<file path="src/hw/rtl/deque_with_value_delete_unit_defines.svh">
// Assertion macros for the deque with delete-by-value unit.
// Each macro expects signals named clk and rst in the scope where it is used.
`ifndef DEQUE_WITH_VALUE_DELETE_UNIT_DEFINES_SVH
`define DEQUE_WITH_VALUE_DELETE_UNIT_DEFINES_SVH

// Checks a property at every clock edge outside reset.
`define DQ_ASSERT(lbl, prop, msg) \
  lbl: assert property (@(posedge clk) disable iff (rst) (prop)) else $error(msg);

// Checks that a consequent holds in the cycle after its antecedent.
`define DQ_ASSERT_NEXT(lbl, ante, cons, msg) \
  lbl: assert property (@(posedge clk) disable iff (rst) (ante) |=> (cons)) \
    else $error(msg);

`endif

</file>
<file path="src/hw/rtl/dq_pkg.sv">
// Shared types, constants and index helpers for the deque unit.
// No dependencies; used by the controller and the top level.
package dq_pkg;

  localparam int CAPACITY = 32;
  localparam int DATA_W   = 32;
  localparam int IDX_W    = $clog2(CAPACITY);
  localparam int CNT_W    = $clog2(CAPACITY + 1);

  localparam logic [2:0] KIND_PUSH_FRONT = 3'd0;
  localparam logic [2:0] KIND_PUSH_BACK  = 3'd1;
  localparam logic [2:0] KIND_POP_FRONT  = 3'd2;
  localparam logic [2:0] KIND_POP_BACK   = 3'd3;
  localparam logic [2:0] KIND_DELETE     = 3'd4;
  localparam logic [2:0] KIND_READ_FWD   = 3'd5;
  localparam logic [2:0] KIND_READ_BWD   = 3'd6;

  localparam logic [1:0] ST_OK       = 2'd0;
  localparam logic [1:0] ST_EMPTY    = 2'd1;
  localparam logic [1:0] ST_NOTFOUND = 2'd2;
  localparam logic [1:0] ST_FULL     = 2'd3;

  typedef struct packed {
    logic [2:0]               kind;
    logic signed [DATA_W-1:0] operand;
  } in_item_t;

  typedef struct packed {
    logic [1:0]               status;
    logic signed [DATA_W-1:0] element;
    logic                     last;
  } out_item_t;

  typedef struct packed {
    logic              we;
    logic [IDX_W-1:0]  waddr;
    logic [DATA_W-1:0] wdata;
    logic              re;
    logic [IDX_W-1:0]  raddr;
  } ram_req_t;

  // Physical slot of a list position in the circular store.
  function automatic logic [IDX_W-1:0] phys_idx(input logic [IDX_W-1:0] base,
                                                input logic [CNT_W-1:0] offs);
    logic [CNT_W:0] sum;
    sum = (CNT_W + 1)'(base) + (CNT_W + 1)'(offs);
    if (sum >= (CNT_W + 1)'(CAPACITY)) begin
      sum = sum - (CNT_W + 1)'(CAPACITY);
    end
    return sum[IDX_W-1:0];
  endfunction

endpackage

</file>
<file path="src/hw/rtl/dq_ram.sv">
// Generic single-write, single-read RAM with a registered read port.
// Stand-alone; no package dependency.
module dq_ram #(
  parameter int WIDTH = 32,
  parameter int DEPTH = 32
) (
  input  logic                     clk,
  input  logic                     we,
  input  logic [$clog2(DEPTH)-1:0] waddr,
  input  logic [WIDTH-1:0]         wdata,
  input  logic                     re,
  input  logic [$clog2(DEPTH)-1:0] raddr,
  output logic [WIDTH-1:0]         rdata
);

  logic [WIDTH-1:0] mem [DEPTH];

  always_ff @(posedge clk) begin
    if (we) begin
      mem[waddr] <= wdata;
    end
    if (re) begin
      rdata <= mem[raddr];
    end
  end

endmodule

</file>
<file path="src/hw/rtl/dq_ctrl.sv">
// Command sequencer for the deque unit: pointers, search, shift and readout.
// Depends on dq_pkg and the assertion macros; drives one dq_ram instance.
`include "deque_with_value_delete_unit_defines.svh"

module dq_ctrl
  import dq_pkg::*;
(
  input  logic              clk,
  input  logic              rst,
  input  logic              cmd_valid,
  output logic              cmd_ready,
  input  in_item_t          cmd,
  output logic              rsp_valid,
  input  logic              rsp_ready,
  output out_item_t         rsp,
  output ram_req_t          ram_req,
  input  logic [DATA_W-1:0] ram_rdata
);

  typedef enum logic [2:0] {
    S_IDLE,
    S_EXEC,
    S_SEARCH,
    S_SHIFT,
    S_RSTART,
    S_EMIT,
    S_STATUS
  } state_t;

  state_t           state;
  in_item_t         cur;
  logic [IDX_W-1:0] head;
  logic [CNT_W-1:0] count;
  logic [CNT_W-1:0] rix;
  logic [CNT_W-1:0] wix;
  logic             pend;
  logic             cmpv;
  logic [1:0]       st;

  logic             full;
  logic             empty;
  logic             slot_free;
  logic             rsp_load;
  logic             found;
  logic             last_el;
  logic             fwd;
  logic [IDX_W-1:0] head_dec;
  logic [CNT_W-1:0] rd_pos;

  assign full      = (count == CNT_W'(CAPACITY));
  assign empty     = (count == '0);
  assign slot_free = !rsp_valid || rsp_ready;
  assign rsp_load  = slot_free && (state == S_EMIT || state == S_STATUS);
  assign found     = cmpv && (ram_rdata == cur.operand);
  assign last_el   = (rix == count - CNT_W'(1));
  assign fwd       = (cur.kind == KIND_READ_FWD);
  assign head_dec  = (head == '0) ? IDX_W'(CAPACITY - 1) : head - IDX_W'(1);
  assign cmd_ready = (state == S_IDLE);

  always_comb begin
    if (state == S_RSTART) begin
      rd_pos = fwd ? '0 : count - CNT_W'(1);
    end else begin
      rd_pos = fwd ? rix + CNT_W'(1) : count - CNT_W'(2) - rix;
    end
  end

  always_comb begin
    ram_req       = '0;
    ram_req.wdata = cur.operand;
    unique case (state)
      S_EXEC: begin
        if (!full && cur.kind == KIND_PUSH_FRONT) begin
          ram_req.we    = 1'b1;
          ram_req.waddr = head_dec;
        end else if (!full && cur.kind == KIND_PUSH_BACK) begin
          ram_req.we    = 1'b1;
          ram_req.waddr = phys_idx(head, count);
        end
      end
      S_SEARCH: begin
        if (!found && rix != count) begin
          ram_req.re    = 1'b1;
          ram_req.raddr = phys_idx(head, rix);
        end
      end
      S_SHIFT: begin
        if (pend) begin
          ram_req.we    = 1'b1;
          ram_req.waddr = phys_idx(head, wix);
          ram_req.wdata = ram_rdata;
        end
        if (rix != count) begin
          ram_req.re    = 1'b1;
          ram_req.raddr = phys_idx(head, rix);
        end
      end
      S_RSTART: begin
        ram_req.re    = 1'b1;
        ram_req.raddr = phys_idx(head, rd_pos);
      end
      S_EMIT: begin
        if (slot_free && !last_el) begin
          ram_req.re    = 1'b1;
          ram_req.raddr = phys_idx(head, rd_pos);
        end
      end
      default: begin
      end
    endcase
  end

  always_ff @(posedge clk) begin
    if (rst) begin
      state     <= S_IDLE;
      head      <= '0;
      count     <= '0;
      rix       <= '0;
      wix       <= '0;
      pend      <= 1'b0;
      cmpv      <= 1'b0;
      rsp_valid <= 1'b0;
    end else begin
      if (rsp_load) begin
        rsp_valid <= 1'b1;
      end else if (rsp_valid && rsp_ready) begin
        rsp_valid <= 1'b0;
      end
      unique case (state)
        S_IDLE: begin
          if (cmd_valid) begin
            cur   <= cmd;
            state <= S_EXEC;
          end
        end
        S_EXEC: begin
          unique case (cur.kind)
            KIND_PUSH_FRONT: begin
              state <= S_STATUS;
              if (full) begin
                st <= ST_FULL;
              end else begin
                st    <= ST_OK;
                head  <= head_dec;
                count <= count + CNT_W'(1);
              end
            end
            KIND_PUSH_BACK: begin
              state <= S_STATUS;
              if (full) begin
                st <= ST_FULL;
              end else begin
                st    <= ST_OK;
                count <= count + CNT_W'(1);
              end
            end
            KIND_POP_FRONT: begin
              state <= S_STATUS;
              if (empty) begin
                st <= ST_EMPTY;
              end else begin
                st    <= ST_OK;
                head  <= phys_idx(head, CNT_W'(1));
                count <= count - CNT_W'(1);
              end
            end
            KIND_POP_BACK: begin
              state <= S_STATUS;
              if (empty) begin
                st <= ST_EMPTY;
              end else begin
                st    <= ST_OK;
                count <= count - CNT_W'(1);
              end
            end
            KIND_DELETE: begin
              if (empty) begin
                st    <= ST_EMPTY;
                state <= S_STATUS;
              end else begin
                rix   <= '0;
                cmpv  <= 1'b0;
                state <= S_SEARCH;
              end
            end
            KIND_READ_FWD, KIND_READ_BWD: begin
              if (empty) begin
                st    <= ST_EMPTY;
                state <= S_STATUS;
              end else begin
                rix   <= '0;
                state <= S_RSTART;
              end
            end
            default: begin
              st    <= ST_OK;
              state <= S_STATUS;
            end
          endcase
        end
        S_SEARCH: begin
          if (found) begin
            wix   <= rix - CNT_W'(1);
            pend  <= 1'b0;
            state <= S_SHIFT;
          end else if (rix == count) begin
            st    <= ST_NOTFOUND;
            state <= S_STATUS;
          end else begin
            rix  <= rix + CNT_W'(1);
            cmpv <= 1'b1;
          end
        end
        S_SHIFT: begin
          if (pend) begin
            wix <= wix + CNT_W'(1);
          end
          if (rix != count) begin
            rix  <= rix + CNT_W'(1);
            pend <= 1'b1;
          end else begin
            pend <= 1'b0;
            if (!pend) begin
              count <= count - CNT_W'(1);
              st    <= ST_OK;
              state <= S_STATUS;
            end
          end
        end
        S_RSTART: begin
          state <= S_EMIT;
        end
        S_EMIT: begin
          if (slot_free) begin
            rsp.status  <= ST_OK;
            rsp.element <= ram_rdata;
            rsp.last    <= last_el;
            if (last_el) begin
              state <= S_IDLE;
            end else begin
              rix <= rix + CNT_W'(1);
            end
          end
        end
        S_STATUS: begin
          if (slot_free) begin
            rsp.status  <= st;
            rsp.element <= '0;
            rsp.last    <= 1'b1;
            state       <= S_IDLE;
          end
        end
        default: begin
          state <= S_IDLE;
        end
      endcase
    end
  end

  `DQ_ASSERT(a_count_bound, count <= CNT_W'(CAPACITY), "entry count exceeds capacity")
  `DQ_ASSERT_NEXT(a_busy_after_accept, cmd_valid && cmd_ready, !cmd_ready, "ready after accept")
  `DQ_ASSERT(a_write_phase, ram_req.we |-> (state == S_EXEC || state == S_SHIFT), "stray write")
  `DQ_ASSERT(a_count_step, (count != $past(count)) |-> ((count == $past(count) + CNT_W'(1)) || (count + CNT_W'(1) == $past(count))), "count jumped")

endmodule

</file>
<file path="src/hw/rtl/deque_with_value_delete_unit.sv">
// Deque with delete-by-value. One command is taken per transaction, only when idle; the unit
// is busy until its last result is in the output register.
// Push, pop and the unused command: the execute and then the status state, then the result is registered.
// Delete by value: the search and then the shift walk the list one entry a cycle.
// Readout: the execute and read-start states, then one element per cycle while the output slot is free.
// Synchronous reset empties the list at once; the entry RAM is not cleared.
module deque_with_value_delete_unit
  import dq_pkg::*;
(
  input  logic      clk,
  input  logic      rst,
  input  logic      cmd_valid,
  output logic      cmd_ready,
  input  in_item_t  cmd,
  output logic      rsp_valid,
  input  logic      rsp_ready,
  output out_item_t rsp
);

  ram_req_t          ram_req;
  logic [DATA_W-1:0] ram_rdata;

  dq_ctrl u_ctrl (
    .clk       (clk),
    .rst       (rst),
    .cmd_valid (cmd_valid),
    .cmd_ready (cmd_ready),
    .cmd       (cmd),
    .rsp_valid (rsp_valid),
    .rsp_ready (rsp_ready),
    .rsp       (rsp),
    .ram_req   (ram_req),
    .ram_rdata (ram_rdata)
  );

  dq_ram #(
    .WIDTH (DATA_W),
    .DEPTH (CAPACITY)
  ) u_ram (
    .clk   (clk),
    .we    (ram_req.we),
    .waddr (ram_req.waddr),
    .wdata (ram_req.wdata),
    .re    (ram_req.re),
    .raddr (ram_req.raddr),
    .rdata (ram_rdata)
  );

endmodule

</file>
<file path="config.mk">
export PLATFORM = sky130hd
export DESIGN_NAME = deque_with_value_delete_unit
export DESIGN_NICKNAME = d
export VERILOG_FILES = /design/src/hw/rtl/dq_pkg.sv /design/src/hw/rtl/dq_ram.sv /design/src/hw/rtl/dq_ctrl.sv /design/src/hw/rtl/deque_with_value_delete_unit.sv
export VERILOG_INCLUDE_DIRS = /design/src /design/src/hw/rtl
export SDC_FILE = /design/constraint.sdc
export NUM_CORES = 2
export LEC_CHECK = 0
export BUFFER_PORTS_ARGS = -buffer_cell sky130_fd_sc_hd__clkbuf_2
export CAP_MARGIN = 20
export CORE_MARGIN = 3
export CORE_UTILIZATION = 35
export DETAILED_ROUTE_END_ITERATION = 8
export GPL_TIMING_DRIVEN = 0
export PLACE_DENSITY = 0.58
export REMOVE_ABC_BUFFERS = 1
export SYNTH_ARGS = -nofsm -noshare
export SYNTH_HDL_FRONTEND = slang
export SYNTH_SLANG_ARGS = --single-unit
</file>
<file path="constraint.sdc">
create_clock -name clk -period 12.7 [get_ports clk]
set_clock_uncertainty 0.15 [all_clocks]
set_input_delay 2.54 -clock clk [delete_from_list [all_inputs] [get_ports clk]]
set_output_delay 2.54 -clock clk [all_outputs]
set_load 0.01 [all_outputs]
</file>
* Word-level counts from Yosys, hierarchy flattened
Memory sizes are Yosys's and may differ from the RTL's. A register that Yosys moved wholly into a read port is not among the register bits. Index checks and enable logic that the tools add are counted. Widths: inputs -> output; s select.
Word-level totals: output and inout bits 37, bits of input ports 39, register bits after elaboration 101, RAM bits 1024, memories kept 1
Memories:
- u_ram.mem | depth 32, bits a word 32, rd ports 1, clocked after memory_dff 1, wr ports 1, line dq_ram.sv:16 | logic [WIDTH-1:0] mem [DEPTH];
Cells by class: reduce and logical (&&, ||, !) cells 39, multiplexer cells 74, magnitude comparators 5, $add $sub $neg 18, equal/unequal tests 40, bitwise operators 1
Operators by type and width (count):
- $mux 6 | 21
- $mux 35 | 2
- $pmux 35 s2 | 1
- $pmux 6 s2 | 4
- $pmux 6 s4 | 2
- $mux 5 | 8
- $mux 38 | 1
- $eq 32x32->1 | 1
- $mux 32 | 1
- $sub 5x1->5 const B | 6
- $add 5x6->7 | 4
- $ge 7x6->1 const B | 4
- $mux 3 | 9
- $ne 2x2->1 const B | 11
- $pmux 3 s7 | 1
- $add 6x1->6 const B | 3
- $eq 3x3->1 const B | 6
- $mux 2 | 7
- $ne 2x1->1 const B | 7
- $reduce_and 7->1 | 2
- $eq 3x2->1 const B | 4
- $eq 6x6->1 | 2
- $pmux 2 s3 | 2
- $reduce_bool 2->1 | 6
- 32 further kinds | 62

* Depth between registers and ports, before layout
depth after elaboration 9, gate-level depth with buffers 20

* Cells and area by module
A second synthesis with hierarchy kept.
Second synthesis, totals: cells, all modules 2961, area total of the unflattened synthesis 47290.4 µm²
By module, submodules not included:
- dq_ram | cells each 2260, area each 40812.9 µm², instances 1
- dq_ctrl | cells each 701, area each 6477.5 µm², instances 1

* Least setup slack after synthesis
OpenSTA, ideal clock, no wires.
kind input -> register, from input port rst, to register u_ctrl.cur[0] (netlist bit) (enable), arrival 5.339 ns, stages on the path 2, buffers on the path 1, library setup time 0.478 ns, required time 12.072 ns, slack 6.733 ns, cells stage by stage buf_1 nor3b_1
Between the ends: word-level cells in the longest chain between the ends 2
Ends and longest elaborated chain:
- start, declared | line deque_with_value_delete_unit.sv:11 | input logic rst,
- $not 1->1 (no line)
- $reduce_and 3->1 (no line)
- end signal, assigned | line dq_ctrl.sv:132 | cur <= cmd;
- end, declared | line dq_ctrl.sv:31 | in_item_t cur;
No other way between the ends. A chain may end at the register's enable or synchronous reset.

* Worst setup path after layout
from register u_ctrl.cur[31] (netlist bit), to register u_ram.rdata[30] (read register of u_ram.mem) (data pin)
Between the ends: word-level cells in the longest chain between the ends 6
Ends and longest elaborated chain:
- $eq 32x32->1 | line dq_ctrl.sv:54 | assign found = cmpv && (ram_rdata == cur.operand);
- $logic_and 1x1->1 | line dq_ctrl.sv:54
- $logic_not 1->1 | line dq_ctrl.sv:82 | if (!found && rix != count) begin
- $logic_and 1x1->1 | line dq_ctrl.sv:82
- $mux 6 | line dq_ctrl.sv:82
- $pmux 6 s4 | line dq_ctrl.sv:71 | unique case (state)
- end, declared | line dq_ram.sv:13 | output logic [WIDTH-1:0] rdata
No other way between the ends.

==> metrics <==
Antenna Nets Post-Route 0; floorplan core area 134,000 um^2; row count 134; final worst path period need 6.64 ns; vias post-DR 30,500; commonest cells after routing, fill and taps aside edfxtp_1, nand2_1, nand3_1; Initial Util 0.355; largest area contributor in the netlist edfxtp_1; Worst EP arrival 6.92 ns; TritonCTS clock tree done; # H-tree levels 3; CTS Buffer Depth 3; drt first pass iters 8; Yosys cell types 60; P_leak 19.2 nW; Setup Fix Bufs, Post-CTS 0; endpoints failing hold 0; register bit count reported by yosys 1,156; Post-synth EDFFs 1,128; Mean Syn Cell Area 13.1 um^2; PortBufs 75; WP data required 12.98 ns; max-cap viol count 0; initial antenna violation count 0; Synth Flop Type edfxtp_1; Crit Path Category register to register; share of layout cells above drive strength 1 0.108; sequential area share after synthesis 0.722; DRC 0; full die area 141,000 um^2; post-CTS sizing 0; fmax 151 MHz; CTS buffer count 111; global-route wire length before repair 198 mm; die width 375 um; synth top area cells edfxtp_1, nand2_1, nand3_1, mux2i_1, a21oi_1; largest net degree at the start of global routing 77; final hold slack 0.405 ns; Worst Setup End Kind register; Worst setup SP type register; Synth Warn # 0; GP Congestion 0.804; DRT iter0 DRCs 4,044; I/O pin cnt 76; CTS sink cnt 1,156; status finished, final reports clean; Worst IR Drop VDD 0.142 mV; synthesized instance count 3,641; Post-DP Area 52,100 um^2; Inserted Diodes 0; ys async rst share 0; CP max FO 69; top-area cell type share of the netlist area 0.710; RSZ-0062 raised after global routing no; clk slew on worst S/H paths 0.06 ns; area of the multi-input gates 12,500 um^2; vias in the first global route 28,100; WL per Instance 24.7 um; Vias/cell 5.46; final max-slew violation count 0; synth-to-layout area growth 16.8%; Final Cell Area 55,700 um^2; Mapped Area 47,700 um^2; fin nets 3,796; Slew @ Worst Pin 1.06 ns; worst min-delay path class register to register; Finish-stage setup viols 0; GRT overflow 0; clk_lat worst skew 0.74 ns; Slew HR 0.289; Layout fillers 12,200; Reg area 34,400 um^2; Die Ht 375 um; final cycle utilization of the critical path 0.523; leading cell type in the layout, fill and taps excluded edfxtp_1; GRT Overall Usage 0.191; Root Driver clkbuf_16; Final HPWL DP 85.9 mm; total wire length 138 mm; pwr/cell area 218 nW/um^2; cts hold-fix bufs 0
[worst paths after layout]
path	from	endpoint	slack, ns	cells past startpoint
worst min-delay path	u_ctrl.pend	u_ctrl.pend	0.41	2
worst min register to register	u_ctrl.pend	u_ctrl.pend	0.41	2
worst max-delay path	u_ctrl.cur[31]	u_ram.rdata[30]	6.06	14
worst max register to register	u_ctrl.cur[31]	u_ram.rdata[30]	6.06	14
[critical path: stages (launching register included)]
cell      delay (ns)
edfxtp_1        0.46
xnor2_1         0.69
nand4_1         0.41
nor4_1          0.94
nand3_1         0.39
o2111a_1        0.58
a22o_4          0.56
buf_16          0.32
buf_16          0.27
buf_16          0.25
nor2_4          0.44
buf_12          0.26
a32o_1          0.22
o22ai_1         0.09
a22o_1          0.20
[cell usage after synthesis, types with 2 or more instances]
master    number
edfxtp_1    1128
nand2_1      929
nand3_1      493
mux2i_1      162
a21oi_1      134
clkbuf_1     115
nor2_1        82
buf_2         67
xnor2_1       57
o22ai_1       38
and2_1        35
a32oi_1       34
a22o_1        33
a32o_1        31
ha_1          30
dfxtp_1       28
o21ai_0       27
buf_1         24
inv_1         23
xor2_1        15
a21o_1        13
nor3_1        13
a22oi_1       10
and3_1        10
nand4_1       10
or3_1         10
a31oi_1        8
buf_6          8
buf_4          7
nand2b_1       7
nor2b_1        7
a211oi_1       5
a311oi_1       5
fa_1           5
nand3b_1       3
nor4_1         3
a21boi_0       2
a221o_1        2
a221oi_1       2
a22oi_4        2
mux2_2         2
nor3b_1        2
o21ai_1        2
or2_2          2
[state kept, by name, summed over array words and instances (netlist names)]
register,cells
u_ctrl.rsp_valid,1
u_ctrl.cmpv,1
u_ctrl.st,2
u_ctrl.state,3
u_ctrl.pend,1
u_ctrl.count,6
u_ram.mem,1024
u_ctrl.wix,5
u_ctrl.rsp,35
u_ctrl.cur,35
u_ctrl.head,5
u_ram.rdata,32
u_ctrl.rix,6
[metrics by stage]
stage	power, W	setup slack [ns]	setup TNS [ns]	util	std cells
2_1_floorplan	0.00769	-3.91	-116.49	-	3419
3_3_place_gp	0.00926	-22.39	-674.65	0.367	5262
3_5_place_dp	0.00891	5.42	0	0.388	5375
4_1_cts	0.0122	5.63	0	0.414	5581
5_1_grt	0.0127	5.97	0	0.415	5583
6_report	0.0121	6.06	0	0.415	5583
[per-layer routing]
| metal | routed length, um | global-route usage |
|---|---|---|
| met5 | 0 | 0 |
| met2 | 60000 | 0.280 |
| met4 | 3390 | 0.0488 |
| met3 | 12300 | 0.0362 |
| met1 | 62000 | 0.292 |
[kinds of logic after synthesis]
logic type | after synthesis | synth area share
multiplexers | 164 | 0.0345
AO/OA/AOI/OAI | 359 | 0.0523
adder cells (fa/ha/maj) | 35 | 0.00997
XOR/XNOR | 72 | 0.0132
buffers and inverters | 245 | 0.0229
AND/OR/NAND/NOR | 1610 | 0.145
flip-flops | 1156 | 0.722
[power breakdown]
part / internal (W) / switching, W
Clock: 0.00182 / 0.00146
Combinational: 0.00151 / 0.00270
Sequential: 0.00450 / 0.000151
[layout make-up]
class,instances,share of cell area
multi-input combinational,2240,0.225
sequential,1156,0.618
clock inverter,70,0.0127
timing repair buffer,190,0.0517
clock buffer,136,0.0515
inverter,23,0.00155
tap,1768,0.0397
No activity file was read; power rests on OpenSTA's default activity.
